--- src/rtl/hrp_pkg.sv ---
// ----------------------------------------------------------------------------
// hrp_pkg
// Types, codes and the digit rule shared by the hex record parser modules.
// ----------------------------------------------------------------------------
package hrp_pkg;

	// Position within the record.
	localparam logic [2:0] POS_COUNT   = 3'd0;
	localparam logic [2:0] POS_ADDR_HI = 3'd1;
	localparam logic [2:0] POS_ADDR_LO = 3'd2;
	localparam logic [2:0] POS_TYPE    = 3'd3;
	localparam logic [2:0] POS_DATA    = 3'd4;
	localparam logic [2:0] POS_CSUM    = 3'd5;

	// Record types.
	localparam logic [7:0] TYPE_DATA      = 8'd0;
	localparam logic [7:0] TYPE_EOF       = 8'd1;
	localparam logic [7:0] TYPE_EXT_SEG   = 8'd2;
	localparam logic [7:0] TYPE_START_SEG = 8'd3;
	localparam logic [7:0] TYPE_EXT_LIN   = 8'd4;
	localparam logic [7:0] TYPE_START_LIN = 8'd5;

	// Summary status codes.
	localparam logic [2:0] ST_OK          = 3'd0;
	localparam logic [2:0] ST_START_SEG   = 3'd1;
	localparam logic [2:0] ST_CHECKSUM    = 3'd2;
	localparam logic [2:0] ST_EOF_COUNT   = 3'd3;
	localparam logic [2:0] ST_SEGMENT     = 3'd4;
	localparam logic [2:0] ST_LINEAR      = 3'd5;
	localparam logic [2:0] ST_START_LIN   = 3'd6;
	localparam logic [2:0] ST_UNSUPPORTED = 3'd7;

	// Result kinds.
	localparam logic KIND_DATA    = 1'b0;
	localparam logic KIND_SUMMARY = 1'b1;

	typedef struct packed {
		logic [7:0] char_code;
		logic       record_start;
	} in_item_t;

	typedef struct packed {
		logic        kind;
		logic [7:0]  data_byte;
		logic [7:0]  byte_index;
		logic [7:0]  rec_type;
		logic [7:0]  byte_count;
		logic [31:0] load_address;
		logic [2:0]  status;
		logic        accepted;
	} out_item_t;

	// Header fields and checksum gathered while a record is parsed.
	typedef struct packed {
		logic [7:0]  count;
		logic [15:0] addr;
		logic [7:0]  rec_type;
		logic [7:0]  sum;
		logic [31:0] first_bytes;
	} rec_state_t;

	// Digit rule of the file format, all in 8-bit wraparound; bad characters
	// simply fall through it.
	function automatic logic [7:0] digit_value(input logic [7:0] c);
		logic [7:0] v;
		v = c - 8'd48;
		if (v > 8'd9) begin
			v = v - 8'd7;
		end
		if (v > 8'd15) begin
			v = v - 8'd32;
		end
		return v;
	endfunction

endpackage

--- src/rtl/hrp_summary.sv ---
// ----------------------------------------------------------------------------
// hrp_summary
// Checks a finished record and forms its summary result.
// ----------------------------------------------------------------------------
module hrp_summary import hrp_pkg::*; (
	input  rec_state_t rec,
	input  logic [7:0] csum_byte,
	output out_item_t  summary
);

	logic [7:0]  total;
	logic [2:0]  st;
	logic [15:0] word;
	logic [31:0] addr;

	assign total = rec.sum + csum_byte;
	assign word  = rec.first_bytes[31:16];

	always_comb begin
		st = ST_OK;
		if (total != 8'd0) begin
			st = ST_CHECKSUM;
		end else begin
			case (rec.rec_type)
				TYPE_DATA: begin
					st = ST_OK;
				end
				TYPE_EOF: begin
					if (rec.count != 8'd0) st = ST_EOF_COUNT;
				end
				TYPE_EXT_SEG: begin
					// The segment must also leave the low three bits of its
					// low byte clear.
					if (rec.addr != 16'd0 || rec.count != 8'd2 ||
					    rec.first_bytes[18:16] != 3'd0) st = ST_SEGMENT;
				end
				TYPE_START_SEG: begin
					st = ST_START_SEG;
				end
				TYPE_EXT_LIN: begin
					if (rec.addr != 16'd0 || rec.count != 8'd2) st = ST_LINEAR;
				end
				TYPE_START_LIN: begin
					if (rec.addr != 16'd0 || rec.count != 8'd4) st = ST_START_LIN;
				end
				default: begin
					st = ST_UNSUPPORTED;
				end
			endcase
		end
	end

	always_comb begin
		addr = {16'd0, rec.addr};
		if (st == ST_OK) begin
			if (rec.rec_type == TYPE_EXT_SEG) begin
				addr = {12'd0, word, 4'd0};
			end else if (rec.rec_type == TYPE_EXT_LIN) begin
				addr = {word, 16'd0};
			end else if (rec.rec_type == TYPE_START_LIN) begin
				addr = rec.first_bytes;
			end
		end
	end

	always_comb begin
		summary              = '0;
		summary.kind         = KIND_SUMMARY;
		summary.rec_type     = rec.rec_type;
		summary.byte_count   = rec.count;
		summary.load_address = addr;
		summary.status       = st;
		summary.accepted     = (st == ST_OK) || (st == ST_START_SEG);
	end

endmodule

--- src/rtl/hrp_parse.sv ---
// ----------------------------------------------------------------------------
// hrp_parse
// Record state: pairs digits into bytes, tracks the field position, and gives
// a data byte or the record summary as each data or checksum byte completes.
// ----------------------------------------------------------------------------
module hrp_parse import hrp_pkg::*; (
	input  logic      clk,
	input  logic      arst_n,
	input  logic      step,
	input  in_item_t  item,
	output logic      res_valid,
	output out_item_t res
);

	logic        in_record_q;
	logic [2:0]  field_pos_q;
	logic        nibble_phase_q;
	logic [3:0]  high_nibble_q;
	logic [7:0]  data_seen_q;
	rec_state_t  rec_q;

	logic [7:0]  v;
	logic [7:0]  b;
	logic [7:0]  seen_next;
	logic        byte_done;
	out_item_t   summary;

	assign v         = digit_value(item.char_code);
	assign b         = {high_nibble_q, 4'd0} + v;
	assign seen_next = data_seen_q + 8'd1;
	assign byte_done = !item.record_start && in_record_q && nibble_phase_q;

	hrp_summary u_summary (
		.rec       (rec_q),
		.csum_byte (b),
		.summary   (summary)
	);

	always_comb begin
		res_valid = 1'b0;
		res       = '0;
		if (byte_done) begin
			if (field_pos_q == POS_DATA) begin
				res_valid      = 1'b1;
				res.kind       = KIND_DATA;
				res.data_byte  = b;
				res.byte_index = data_seen_q;
			end else if (field_pos_q == POS_CSUM) begin
				res_valid = 1'b1;
				res       = summary;
			end
		end
	end

	always_ff @(posedge clk or negedge arst_n) begin
		if (!arst_n) begin
			in_record_q    <= 1'b0;
			field_pos_q    <= POS_COUNT;
			nibble_phase_q <= 1'b0;
			high_nibble_q  <= 4'd0;
			data_seen_q    <= 8'd0;
			rec_q          <= '0;
		end else if (step) begin
			if (item.record_start) begin
				in_record_q    <= 1'b1;
				field_pos_q    <= POS_COUNT;
				nibble_phase_q <= 1'b0;
				high_nibble_q  <= 4'd0;
				data_seen_q    <= 8'd0;
				rec_q          <= '0;
			end else if (in_record_q) begin
				if (!nibble_phase_q) begin
					high_nibble_q  <= v[3:0];
					nibble_phase_q <= 1'b1;
				end else begin
					nibble_phase_q <= 1'b0;
					case (field_pos_q)
						POS_COUNT: begin
							rec_q.count <= b;
							rec_q.sum   <= rec_q.sum + b;
							field_pos_q <= POS_ADDR_HI;
						end
						POS_ADDR_HI: begin
							rec_q.addr[15:8] <= b;
							rec_q.sum        <= rec_q.sum + b;
							field_pos_q      <= POS_ADDR_LO;
						end
						POS_ADDR_LO: begin
							rec_q.addr[7:0] <= b;
							rec_q.sum       <= rec_q.sum + b;
							field_pos_q     <= POS_TYPE;
						end
						POS_TYPE: begin
							rec_q.rec_type <= b;
							rec_q.sum      <= rec_q.sum + b;
							field_pos_q    <= (rec_q.count == 8'd0) ? POS_CSUM : POS_DATA;
						end
						POS_DATA: begin
							rec_q.sum <= rec_q.sum + b;
							// Only the first four data bytes are kept, first byte on top.
							if (data_seen_q < 8'd4) begin
								case (data_seen_q[1:0])
									2'd0:    rec_q.first_bytes[31:24] <= b;
									2'd1:    rec_q.first_bytes[23:16] <= b;
									2'd2:    rec_q.first_bytes[15:8]  <= b;
									default: rec_q.first_bytes[7:0]   <= b;
								endcase
							end
							data_seen_q <= seen_next;
							if (seen_next == rec_q.count) field_pos_q <= POS_CSUM;
						end
						POS_CSUM: begin
							in_record_q <= 1'b0;
						end
						default: begin
							in_record_q <= 1'b0;
						end
					endcase
				end
			end
		end
	end

endmodule

--- src/rtl/hex_record_parser_unit.sv ---
// ----------------------------------------------------------------------------
// hex_record_parser_unit
// Parses Intel HEX record text one character per transaction, emitting data
// bytes as they are decoded and a checked summary after each checksum.
// ----------------------------------------------------------------------------
//  Channel | Direction | Payload    | Transaction
//  char    | in        | in_item_t  | one record character
//  res     | out       | out_item_t | one data byte or one record summary
//
// One character is taken every cycle while char_ready is high. A character
// is held in an input register, decoded against the record state as it
// advances, and its result (if any) is registered in the output register.
// When the output register is full and not being taken, an occupied input
// register holds and char_ready drops. Reset clears the record state and
// both valid flags; no record is open after reset.
module hex_record_parser_unit import hrp_pkg::*; (
	input  logic      clk,
	input  logic      arst_n,
	input  logic      char_valid,
	output logic      char_ready,
	input  in_item_t  char_item,
	output logic      res_valid,
	input  logic      res_ready,
	output out_item_t res_item
);

	logic      valid_s1;
	in_item_t  item_s1;
	logic      valid_s2;
	out_item_t item_s2;
	logic      advance;
	logic      dec_valid;
	out_item_t dec_item;

	assign advance    = valid_s1 && (!valid_s2 || res_ready);
	assign char_ready = !valid_s1 || advance;
	assign res_valid  = valid_s2;
	assign res_item   = item_s2;

	hrp_parse u_parse (
		.clk       (clk),
		.arst_n    (arst_n),
		.step      (advance),
		.item      (item_s1),
		.res_valid (dec_valid),
		.res       (dec_item)
	);

	always_ff @(posedge clk or negedge arst_n) begin
		if (!arst_n) begin
			valid_s1 <= 1'b0;
		end else if (char_ready) begin
			valid_s1 <= char_valid;
		end
	end

	always_ff @(posedge clk) begin
		if (char_ready && char_valid) begin
			item_s1 <= char_item;
		end
	end

	always_ff @(posedge clk or negedge arst_n) begin
		if (!arst_n) begin
			valid_s2 <= 1'b0;
		end else if (advance) begin
			valid_s2 <= dec_valid;
		end else if (res_ready) begin
			valid_s2 <= 1'b0;
		end
	end

	always_ff @(posedge clk) begin
		if (advance && dec_valid) begin
			item_s2 <= dec_item;
		end
	end

endmodule
--- config.mk ---
export PLATFORM = sky130hd
export DESIGN_NAME = hex_record_parser_unit
export DESIGN_NICKNAME = d
export VERILOG_FILES = /design/src/rtl/hrp_pkg.sv /design/src/rtl/hrp_summary.sv /design/src/rtl/hrp_parse.sv /design/src/rtl/hex_record_parser_unit.sv
export SDC_FILE = /design/constraint.sdc
export NUM_CORES = 1
export LEC_CHECK = 0
export BUFFER_PORTS_ARGS = -buffer_cell sky130_fd_sc_hd__buf_2
export CAP_MARGIN = 30
export CORE_MARGIN = 2
export CORE_UTILIZATION = 39
export DETAILED_ROUTE_END_ITERATION = 10
export PLACE_DENSITY_LB_ADDON = 0.3
export SKIP_LAST_GASP = 1
export SLEW_MARGIN = 10
export SYNTH_ARGS = -nofsm -noshare
export SYNTH_HDL_FRONTEND = slang
export SYNTH_SLANG_ARGS = --single-unit
export TNS_END_PERCENT = 30
--- constraint.sdc ---
create_clock -name clk -period 7.82 [get_ports clk]
set_input_delay 1.173 -clock clk [delete_from_list [all_inputs] [get_ports clk]]
set_output_delay 1.173 -clock clk [all_outputs]
set_load 0.1 [all_outputs]
==> summary.txt, run 1 <==
H-tree lvl count: 4
critical path depth in cells: 18
Inst Count DP: 1057
Row Count: 53
maximum number of pins on one net before global-route repair: 66
Setup TNS Final: 0 ns
antenna-violating nets left: 0
cell count after synthesis: 728
Setup Viol. Count Final: 0
Worst path most repeated cell: ha_1
wire length per cell: 17.9 µm
Post-DP Area: 9030 µm²
Critical Path Source: item_s1[5]
clock tree from TritonCTS: built
flip-flop and latch count after synthesis: 169
most frequent standard cell in the layout excluding fill and tap cells: dfrtp_1
ordered cell list for the critical path: ha_1, or3b_1, o311a_1, or3_1, and3_4, or2_2, inv_1, o22ai_1, ha_1, xor2_1, inv_1, ha_1, o41ai_1, xnor2_1, nand3_1, or4b_4, and2_4, o31ai_1
Post-Syn Area: 8360 µm²
starting utilization of the core area: 0.397
setup fix buffers added after clock tree synthesis: 0
largest cells by area after synthesis: edfxtp_1 28%, dfrtp_1 27%, mux2_2 8.2%
number of distinct library cells after synthesis: 66
master cell of the clock root buffer: clkbuf_16
cells on worst reg2reg path: 18
clock buffer depth: 2
GRT overflow: 0
count of routing violations after the opening detailed-route iteration: 456
peak fanout along the critical path: 13
die area: 22600 µm²
unrepaired setup endpoints after global routing: false
worst setup margin: 2.12 ns
Non-Filler Cell Area, Final: 9650 µm²
most used flip-flop cell after synthesis: dfrtp_1
slowest cell on the critical path: o41ai_1
sequential area share after synthesis: 0.553
number of flops mapped to enable cells by yosys: 78
Crit path buffers/inverters: 2
number of antenna diodes: 0
number of buffers added by the clock tree synthesis step: 17
r2r setup slk: 2.12 ns
Mapped Avg Cell Area: 11.5 µm²
aggregate global-route resource usage: 0.180
floorplan core area: 21000 µm²
clock insertion delay at the later pin of the skew report: 0.44 ns
endpoint kind of the worst setup timing path: register
fraction of layout cells with a size suffix above 1: 0.253
wire length of the first global-routing pass: 30.8 mm
maximum clock frequency: 176 MHz
worst hold-check slack: 0.512 ns
peak supply drop: 213 µV
final net count: 836
critical register-to-register path endpoint: res_item[9]
Boundary Pins: 84
Die Y-Extent: 150 µm
placed wire-length estimate: 13.2 mm
number of synthesis warnings: 0
PwrDens: 295 nW/µm²
# DRC: 0
Filler Cells Inserted: 1945
final worst path period share: 0.728
net count after synthesis: 762
count of cells resized by post-cts repair: 0
Data required, critical path: 8.08 ns
number of max-slew violations in the final report: 0
arrival time worst endpoint: 5.96 ns
Hold Buf Count CTS: 0
Port-buffer cells: 83
Async S/R FF share, synth: 0.538
Area Growth Syn to Fin: 15.4%
P_leak: 4.10 nW
number of antenna violations at the first check in global routing: 0
final hold violations: 0
cell family contributing the most delay on the critical path: simple AND/OR/NAND/NOR gates
Worst Skew: 0.0103 ns
status: completed
Die W: 150 µm
post-layout min period: 5.70 ns
cell taking the most area after synthesis: edfxtp_1
Max-cap violations: 0
type of the setup path with the least slack: register to register
clock transition time at the flip-flop clock pins of the worst setup and hold paths: 0.07 ns
endpoint of the most critical setup path: res_item[9]
routed via count divided by cell count: 5.34
category of the worst setup path launch point: register
Max-slew headroom: 0.320
Synth top area share: 0.280
Final Non-Filler Cells: 1090
Tightest Hold Check Type: register to register
most frequent cells in the layout: 91 x dfrtp_1, 82 x buf_2, 78 x edfxtp_1
worst slack at placement: 2.18 ns
last weighted congestion value of the routability-driven placer: 0.865
Crit Reg-Reg Startpoint: item_s1[5]
final wirelength: 19.5 mm
vias in the first global route: 5536
vias: 5824
Clock Sink Count: 169
TritonRoute pass-1 iters: 5
slowest cell delay on critical path: 0.68 ns
Tightest Pin Transition: 1.02 ns
==> synthesized netlist by cell type (8+ instances only) <==
library cell  count
nor3_1           18
clkbuf_1         32
nand4_1          14
inv_1            30
xnor2_1          17
nor4_1            8
and2_1           23
o31ai_2          10
and3_1           20
xor2_1           10
nor2_1           47
ha_1             19
dfrtp_1          91
nand3_1          24
o21ai_0          26
nand2_1          46
edfxtp_1         78
mux2_2           61
a21oi_1          42
==> flip-flops by register name, summed over array words and instances, names as in the netlist <==
register and flops:
u_parse.high_nibble_q 4, u_parse.nibble_phase_q 1, res_valid 1, item_s1 9, valid_s1 1, res_item 69
u_parse.in_record_q 1, u_parse.rec_q 72, u_parse.field_pos_q 3, u_parse.data_seen_q 8
==> power by group <==
group | leakage (nW) | internal, W | switching, W
registers | 2.00 | 0.00108 | 0.000174
logic | 1.82 | 0.000323 | 0.000403
clock network | 0.288 | 0.000457 | 0.000402
total | 4.10 | 0.00186 | 0.000979
==> worst register-to-register path, cell delays in order (launching register included) <==
cell and delay (ns):
edfxtp_1 0.52, ha_1 0.40, or3b_1 0.39, o311a_1 0.31, or3_1 0.31, and3_4 0.18, or2_2 0.28, inv_1 0.06
o22ai_1 0.08, ha_1 0.33, xor2_1 0.22, inv_1 0.07, ha_1 0.22, o41ai_1 0.68, xnor2_1 0.22, nand3_1 0.10
or4b_4 0.62, and2_4 0.27, o31ai_1 0.26
==> per-layer routing <==
layer  routed length [µm]  part of all wire  GRT usage  vias up
met1                 9470              0.49      0.262     2817
met4                  226             0.012     0.0462        0
li1                     -                 -          -     2823
met5                    0                 0          0        -
met2                 8870              0.46      0.275      168
met3                  920             0.047     0.0367       16
==> stage by stage <==
stage / util / power (W)
2_1_floorplan: - / 0.00177
3_3_place_gp: 0.429 / 0.00197
3_5_place_dp: 0.429 / 0.00199
4_1_cts: 0.458 / 0.00285
5_1_grt: 0.459 / 0.00300
6_report: 0.459 / 0.00284
==> final cells by class <==
type	count	area, µm²	area share
clock buffer	17	425	0.0441
clock inverter	15	180	0.0187
inverter	31	116	0.0121
multi-input combinational	492	3470	0.360
sequential	169	4620	0.479
tap	275	344	0.0357
timing repair buffer	91	485	0.0503
==> cells by family (layout without fill, tap and decap cells) <==
logic type / Yosys count / in the layout / synth area share
adder cells (fa/ha/maj): 21 / 21 / 0.0332
multiplexers: 62 / 62 / 0.0834
AO/OA/AOI/OAI: 135 / 135 / 0.111
XOR/XNOR: 28 / 28 / 0.0310
AND/OR/NAND/NOR: 246 / 246 / 0.156
flip-flops: 169 / 169 / 0.553
buffers and inverters: 67 / 154 / 0.0320
==> worst min path at each step <==
stage | startpoint | end | slack, ns | depth (start not counted)
global placement | u_parse.rec_q[3] | u_parse.rec_q[3] | 0.49 | 1
global route | u_parse.rec_q[2] | u_parse.rec_q[2] | 0.52 | 1
finish | u_parse.rec_q[2] | u_parse.rec_q[2] | 0.51 | 1
detailed placement | u_parse.rec_q[15] | u_parse.rec_q[15] | 0.50 | 1
floorplan | u_parse.rec_q[38] | u_parse.rec_q[38] | 0.46 | 2
CTS | u_parse.rec_q[2] | u_parse.rec_q[2] | 0.51 | 1
No activity file was read; power rests on OpenSTA's default activity.
==> run 2, diff against run 1 <==
Clock period 7.82 ns to 5.6 ns, I/O delays scaled along.
==> run 2 against run 1 <==
Wire length increased by 1.1%. Worst hold slack got worse by 0.13 ns. Setup slack got worse by 1.9 ns. Core utilization increased by 0.43 points. Die area unchanged. Critical path depth increased by 1. Largest power group unchanged. Cell area increased by 0.95%. Global-route usage increased by 0.17 points.
==> summary.txt, run 2 (synthesized netlist as in run 1, its figures left out) <==
last weighted congestion value of the routability-driven placer: 0.892 (was 0.865)
Die Y-Extent: 150 µm (unchanged)
fraction of layout cells with a size suffix above 1: 0.264 (was 0.253)
Row Count: 53 (unchanged)
placed wire-length estimate: 13.5 mm (was 13.2 mm)
count of routing violations after the opening detailed-route iteration: 495 (was 456)
starting utilization of the core area: 0.397 (unchanged)
status: completed (unchanged)
vias: 5917 (was 5824)
Max-slew headroom: 0.351 (was 0.320)
number of buffers added by the clock tree synthesis step: 17 (unchanged)
final total power: 0.00402 W (was 0.00284 W)
peak fanout along the critical path: 13 (unchanged)
maximum clock frequency: 187 MHz (was 176 MHz)
final net count: 846 (was 836)
final wirelength: 19.7 mm (was 19.5 mm)
Setup Viol. Count Final: 0 (unchanged)
Worst Skew: 0.00857 ns (was 0.0103 ns)
r2r setup slk: 0.25 ns (was 2.12 ns)
slowest cell on the critical path: or4b_4 (was o41ai_1)
P_leak: 4.17 nW (was 4.10 nW)
type of the setup path with the least slack: register to register (unchanged)
Filler Cells Inserted: 1913 (was 1945)
Boundary Pins: 84 (unchanged)
number of max-slew violations in the final report: 0 (unchanged)
floorplan core area: 21000 µm² (unchanged)
Port-buffer cells: 83 (unchanged)
share of power burned in the clock network: 0.299 (was 0.302)
vias in the first global route: 5718 (was 5536)
Top reg by flops: u_parse.rec_q (unchanged)
Post-Route Utilization: 0.463 (was 0.459)
Clock Sink Count: 169 (unchanged)
flip-flop count of the largest register after layout: 72 (unchanged)
antenna-violating nets left: 0 (unchanged)
clock transition time at the flip-flop clock pins of the worst setup and hold paths: 0.07 ns (about the same)
Tightest Pin Transition: 0.970 ns (was 1.02 ns)
category of the worst setup path launch point: register (unchanged)
TritonRoute pass-1 iters: 6 (was 5)
arrival time worst endpoint: 5.61 ns (was 5.96 ns)
Tightest Hold Check Type: primary input to asynchronous set/reset pin (was register to register)
Internal Power: 0.00266 W (was 0.00186 W)
Crit Reg-Reg Startpoint: item_s1[6] (was item_s1[5])
Max-cap violations: 0 (unchanged)
ordered cell list for the critical path: ha_1, or3b_1, o311a_1, or3_1, and3_4, or2_2, o21a_1, inv_1, fa_1, inv_1, ha_1, nor3_1, nor2_1, o41ai_2, xnor2_1, nand3_1, or4b_4, and2_4, o31ai_2 (was ha_1, or3b_1, o311a_1, or3_1, and3_4, or2_2, inv_1, o22ai_1, ha_1, xor2_1, inv_1, ha_1, o41ai_1, xnor2_1, nand3_1, or4b_4, and2_4, o31ai_1)
GRT overflow: 0 (unchanged)
combinational group share of total power: 0.261 (was 0.255)
# DRC: 0 (unchanged)
PwrDens: 413 nW/µm² (was 295 nW/µm²)
switching power share of the total: 0.339 (was 0.344)
master cell of the clock root buffer: clkbuf_16 (unchanged)
wire length per cell: 17.9 µm (about the same)
sequential share of power: 0.439 (was 0.442)
power spent charging and discharging nets: 0.00137 W (was 0.000979 W)
most frequent standard cell in the layout excluding fill and tap cells: dfrtp_1 (unchanged)
Critical Path Source: item_s1[6] (was item_s1[5])
final worst path period share: 0.955 (was 0.728)
slowest cell delay on critical path: 0.64 ns (was 0.68 ns)
peak supply drop: 279 µV (was 213 µV)
Crit path buffers/inverters: 2 (unchanged)
post-layout min period: 5.35 ns (was 5.70 ns)
final hold violations: 0 (unchanged)
H-tree lvl count: 4 (unchanged)
cell family contributing the most delay on the critical path: simple AND/OR/NAND/NOR gates (unchanged)
routed via count divided by cell count: 5.38 (was 5.34)
Area Growth Syn to Fin: 16.5% (was 15.4%)
endpoint kind of the worst setup timing path: register (unchanged)
clock buffer depth: 2 (unchanged)
clock insertion delay at the later pin of the skew report: 0.43 ns (was 0.44 ns)
aggregate global-route resource usage: 0.182 (was 0.180)
most frequent cells in the layout: 91 x dfrtp_1, 82 x buf_2, 78 x edfxtp_1 (unchanged)
number of antenna diodes: 0 (unchanged)
wire length of the first global-routing pass: 31.3 mm (was 30.8 mm)
die area: 22600 µm² (unchanged)
Die W: 150 µm (unchanged)
maximum number of pins on one net before global-route repair: 54 (was 66)
number of antenna violations at the first check in global routing: 0 (unchanged)
clock tree from TritonCTS: built (unchanged)
Data required, critical path: 5.86 ns (was 8.08 ns)
Hold Buf Count CTS: 0 (unchanged)
[run 2: changes by cell type in the layout (fill, tap and decap cells not counted), sizes merged]
cell / change
inv: +3
clkbuf: +2
clkinv: -3
clkinvlp: -2
buf: +10
[run 2: through the flow]
stage | setup TNS (ns) | std cells | instance area (µm²) | worst slack (ns) | hold slack [ns]
floorplan | 0 | 728 | 8360 | 0.449 | 0.456
global placement | 0 | 1063 | 9070 | 0.283 | 0.490
detailed placement | 0 | 1064 | 9080 | 0.196 | 0.498
CTS | 0 | 1096 | 9690 | 0.173 | 0.403
global route | -0.00852 | 1100 | 9740 | -0.00852 | 0.427
finish | 0 | 1100 | 9740 | 0.254 | 0.387
[run 2: repair_timing]
action	in CTS	in global routing
setup endpoints to repair	0	12
buffers inserted	0	2
gates resized for setup	0	2
[run 2: per-layer routing]
metal,wire length (µm),vias to the layer above,GRT usage,share of wire
met5,0,-,0,0
met4,252,0,0.0491,0.013
met3,1080,20,0.0388,0.055
met2,9270,182,0.281,0.47
met1,9080,2874,0.259,0.46
li1,-,2841,-,-
[run 2: worst paths after layout]
| check | end | cells past startpoint |
|---|---|---|
| max in group asynchronous | u_parse.nibble_phase_q | 2 |
| min | valid_s1 | 1 |
| max | res_item[18] | 19 |
| max reg2reg | res_item[18] | 19 |
| min reg2reg | u_parse.rec_q[38] | 2 |
| min in group clk | u_parse.rec_q[38] | 2 |
[run 2: worst register-to-register path: stages, from the launching register on]
cell	delay, ns
edfxtp_1	0.46
ha_1	0.36
or3b_1	0.38
o311a_1	0.30
or3_1	0.31
and3_4	0.18
or2_2	0.29
o21a_1	0.20
inv_1	0.08
fa_1	0.45
inv_1	0.08
ha_1	0.26
nor3_1	0.20
nor2_1	0.08
o41ai_2	0.07
xnor2_1	0.20
nand3_1	0.12
or4b_4	0.64
and2_4	0.28
o31ai_2	0.24
[run 2: area by class of cell]
cell class	instances	area, µm²	area share
clock inverter	13	144	0.0148
inverter	31	116	0.0120
tap	275	344	0.0353
clock buffer	19	464	0.0477
sequential	169	4620	0.474
multi-input combinational	492	3490	0.358
timing repair buffer	101	561	0.0576
[run 2: power groups by stage]
stage,clock network (W),logic [W],registers [W]
floorplan,0,0.000806,0.00167
global placement,0,0.00100,0.00178
detailed placement,0,0.00102,0.00178
CTS,0.00123,0.00103,0.00176
global route,0.00127,0.00116,0.00180
finish,0.00120,0.00105,0.00177
==> run 3, diff against run 2 <==
Settings changed: CTS_BUF_LIST from default to sky130_fd_sc_hd__clkbuf_4 sky130_fd_sc_hd__clkbuf_8.
==> run 3 against run 2 <==
Cell count did not move. Largest power group unchanged. Highest routed layer unchanged. Setup slack improved by 0.0062 ns. Flip-flop and latch count did not move. Global-route usage fell by 0.25 points.
==> summary.txt, run 3 (synthesized netlist as in run 1, its figures left out) <==
Die W: 150 µm (unchanged)
category of the worst setup path launch point: register (unchanged)
Max-slew headroom: 0.365 (was 0.351)
post-layout min period: 5.34 ns (was 5.35 ns)
flip-flop count of the largest register after layout: 72 (unchanged)
wire length of the first global-routing pass: 30.9 mm (was 31.3 mm)
maximum clock frequency: 187 MHz (about the same)
clock transition time at the flip-flop clock pins of the worst setup and hold paths: 0.10 ns (was 0.07 ns)
clock insertion delay at the later pin of the skew report: 0.46 ns (was 0.43 ns)
Crit path buffers/inverters: 2 (unchanged)
most frequent cells in the layout: 91 x dfrtp_1, 82 x buf_2, 78 x edfxtp_1 (unchanged)
number of antenna violations at the first check in global routing: 0 (unchanged)
PwrDens: 391 nW/µm² (was 413 nW/µm²)
worst setup margin: 0.260 ns (was 0.254 ns)
GRT overflow: 0 (unchanged)
final hold violations: 0 (unchanged)
Tightest Pin Transition: 0.949 ns (was 0.970 ns)
last weighted congestion value of the routability-driven placer: 0.892 (unchanged)
peak fanout along the critical path: 13 (unchanged)
aggregate global-route resource usage: 0.179 (was 0.182)
number of antenna diodes: 0 (unchanged)
type of the setup path with the least slack: register to register (unchanged)
TritonRoute pass-1 iters: 5 (was 6)
slowest cell on the critical path: or4b_4 (unchanged)
r2r setup slk: 0.26 ns (was 0.25 ns)
cells on worst reg2reg path: 19 (unchanged)
peak supply drop: 207 µV (was 279 µV)
Max-cap violations: 0 (unchanged)
Area Growth Syn to Fin: 14.3% (was 16.5%)
die area: 22600 µm² (unchanged)
Data required, critical path: 5.90 ns (was 5.86 ns)
worst slack at placement: 0.196 ns (unchanged)
Boundary Pins: 84 (unchanged)
arrival time worst endpoint: 5.64 ns (was 5.61 ns)
count of routing violations after the opening detailed-route iteration: 425 (was 495)
Setup Viol. Count Final: 0 (unchanged)
# DRC: 0 (unchanged)
Crit Reg-Reg Startpoint: item_s1[6] (unchanged)
floorplan core area: 21000 µm² (unchanged)
wire length per cell: 17.7 µm (was 17.9 µm)
P_leak: 4.08 nW (was 4.17 nW)
slowest cell delay on critical path: 0.64 ns (about the same)
number of buffers added by the clock tree synthesis step: 17 (unchanged)
clock tree from TritonCTS: built (unchanged)
Worst Skew: 0.0153 ns (was 0.00857 ns)
Tightest Hold Check Type: primary input to asynchronous set/reset pin (unchanged)
final wirelength: 19.5 mm (was 19.7 mm)
routed via count divided by cell count: 5.31 (was 5.38)
placed wire-length estimate: 13.5 mm (unchanged)
antenna-violating nets left: 0 (unchanged)
maximum number of pins on one net before global-route repair: 54 (unchanged)
vias: 5846 (was 5917)
final worst path period share: 0.954 (was 0.955)
number of max-slew violations in the final report: 0 (unchanged)
master cell of the clock root buffer: clkbuf_8 (was clkbuf_16)
Post-Route Utilization: 0.454 (was 0.463)
ordered cell list for the critical path: ha_1, or3b_1, o311a_1, or3_1, and3_4, or2_2, o21a_1, inv_1, fa_1, inv_1, ha_1, nor3_1, nor2_1, o41ai_2, xnor2_1, nand3_1, or4b_4, and2_4, o31ai_2 (unchanged)
cell family contributing the most delay on the critical path: simple AND/OR/NAND/NOR gates (unchanged)
fraction of layout cells with a size suffix above 1: 0.264 (unchanged)
final net count: 846 (unchanged)
Top reg by flops: u_parse.rec_q (unchanged)
clock buffer depth: 2 (unchanged)
Row Count: 53 (unchanged)
Clock Sink Count: 169 (unchanged)
Port-buffer cells: 83 (unchanged)
vias in the first global route: 5653 (was 5718)
Die Y-Extent: 150 µm (unchanged)
status: completed (unchanged)
H-tree lvl count: 4 (unchanged)
starting utilization of the core area: 0.397 (unchanged)
Hold Buf Count CTS: 0 (unchanged)
critical register-to-register path endpoint: res_item[18] (unchanged)
endpoint kind of the worst setup timing path: register (unchanged)
most frequent standard cell in the layout excluding fill and tap cells: dfrtp_1 (unchanged)
## run 3: changes by cell type in the layout (fill, tap and decap cells not counted), sizes merged
| cell | change |
|---|---|
| clkbuf | -1 |
| bufinv | +1 |
## run 3: layout make-up
| type | instances | area, µm² |
|---|---|---|
| Sequential cell | 169 | 4620 |
| Timing Repair Buffer | 101 | 561 |
| Clock inverter | 14 | 174 |
| Inverter | 31 | 116 |
| Tap cell | 275 | 344 |
| Multi-Input combinational cell | 492 | 3490 |
| Fill cell | 1939 | 11500 |
| Clock buffer | 18 | 248 |
## run 3: stage by stage
step / std cells / total power [W] / hold WS [ns] / instance area (µm²) / setup TNS [ns]
after global routing: 1100 / 0.00394 / 0.383 / 9550 / -0.0190
after detailed placement: 1064 / 0.00281 / 0.498 / 9080 / 0
after CTS: 1096 / 0.00373 / 0.353 / 9500 / 0
final: 1100 / 0.00374 / 0.353 / 9550 / 0
after floorplan: 728 / 0.00248 / 0.456 / 8360 / 0
after global placement: 1063 / 0.00278 / 0.490 / 9070 / 0
## run 3: how the worst max path moves through the flow
| stage | depth (start not counted) | startpoint | slack (ns) | end |
|---|---|---|---|---|
| 2_1_floorplan | 19 | item_s1[5] | 0.45 | res_item[10] |
| 3_3_place_gp | 18 | item_s1[6] | 0.28 | res_item[9] |
| 5_1_grt | 17 | item_s1[6] | -0.02 | res_item[18] |
| 4_1_cts | 18 | item_s1[6] | 0.16 | res_item[18] |
| 6_report | 19 | item_s1[6] | 0.26 | res_item[18] |
| 3_5_place_dp | 18 | item_s1[6] | 0.20 | res_item[18] |
## run 3: worst reg2reg max path, delay by kind of cell (launching register included)
family | cells | cell delay (ns)
AND/OR/NAND/NOR | 9 | 2.47
XOR/XNOR | 1 | 0.20
buffers and inverters | 2 | 0.16
AO/OA/AOI/OAI | 4 | 0.81
flip-flops | 1 | 0.47
adder cells (fa/ha/maj) | 3 | 1.07
## run 3: where the power goes
group	total [W]	switching (W)	leakage, nW	internal, W
registers	0.00177	0.000256	2.00	0.00151
logic	0.00105	0.000573	1.87	0.000475
clock network	0.000923	0.000495	0.213	0.000429
## run 3: routing by layer
metal | up-vias | wire length [µm] | track usage
li1 | 2838 | - | -
met1 | 2835 | 9240 | 0.257
met2 | 148 | 8960 | 0.276
met3 | 25 | 951 | 0.0324
met4 | 0 | 334 | 0.0561
met5 | - | 0 | 0
## run 3: repair_timing
action | 4_1_cts | 5_1_grt
endpoints found under the setup margin | 0 | 12
resized for setup | 0 | 2
setup buffers | 0 | 2
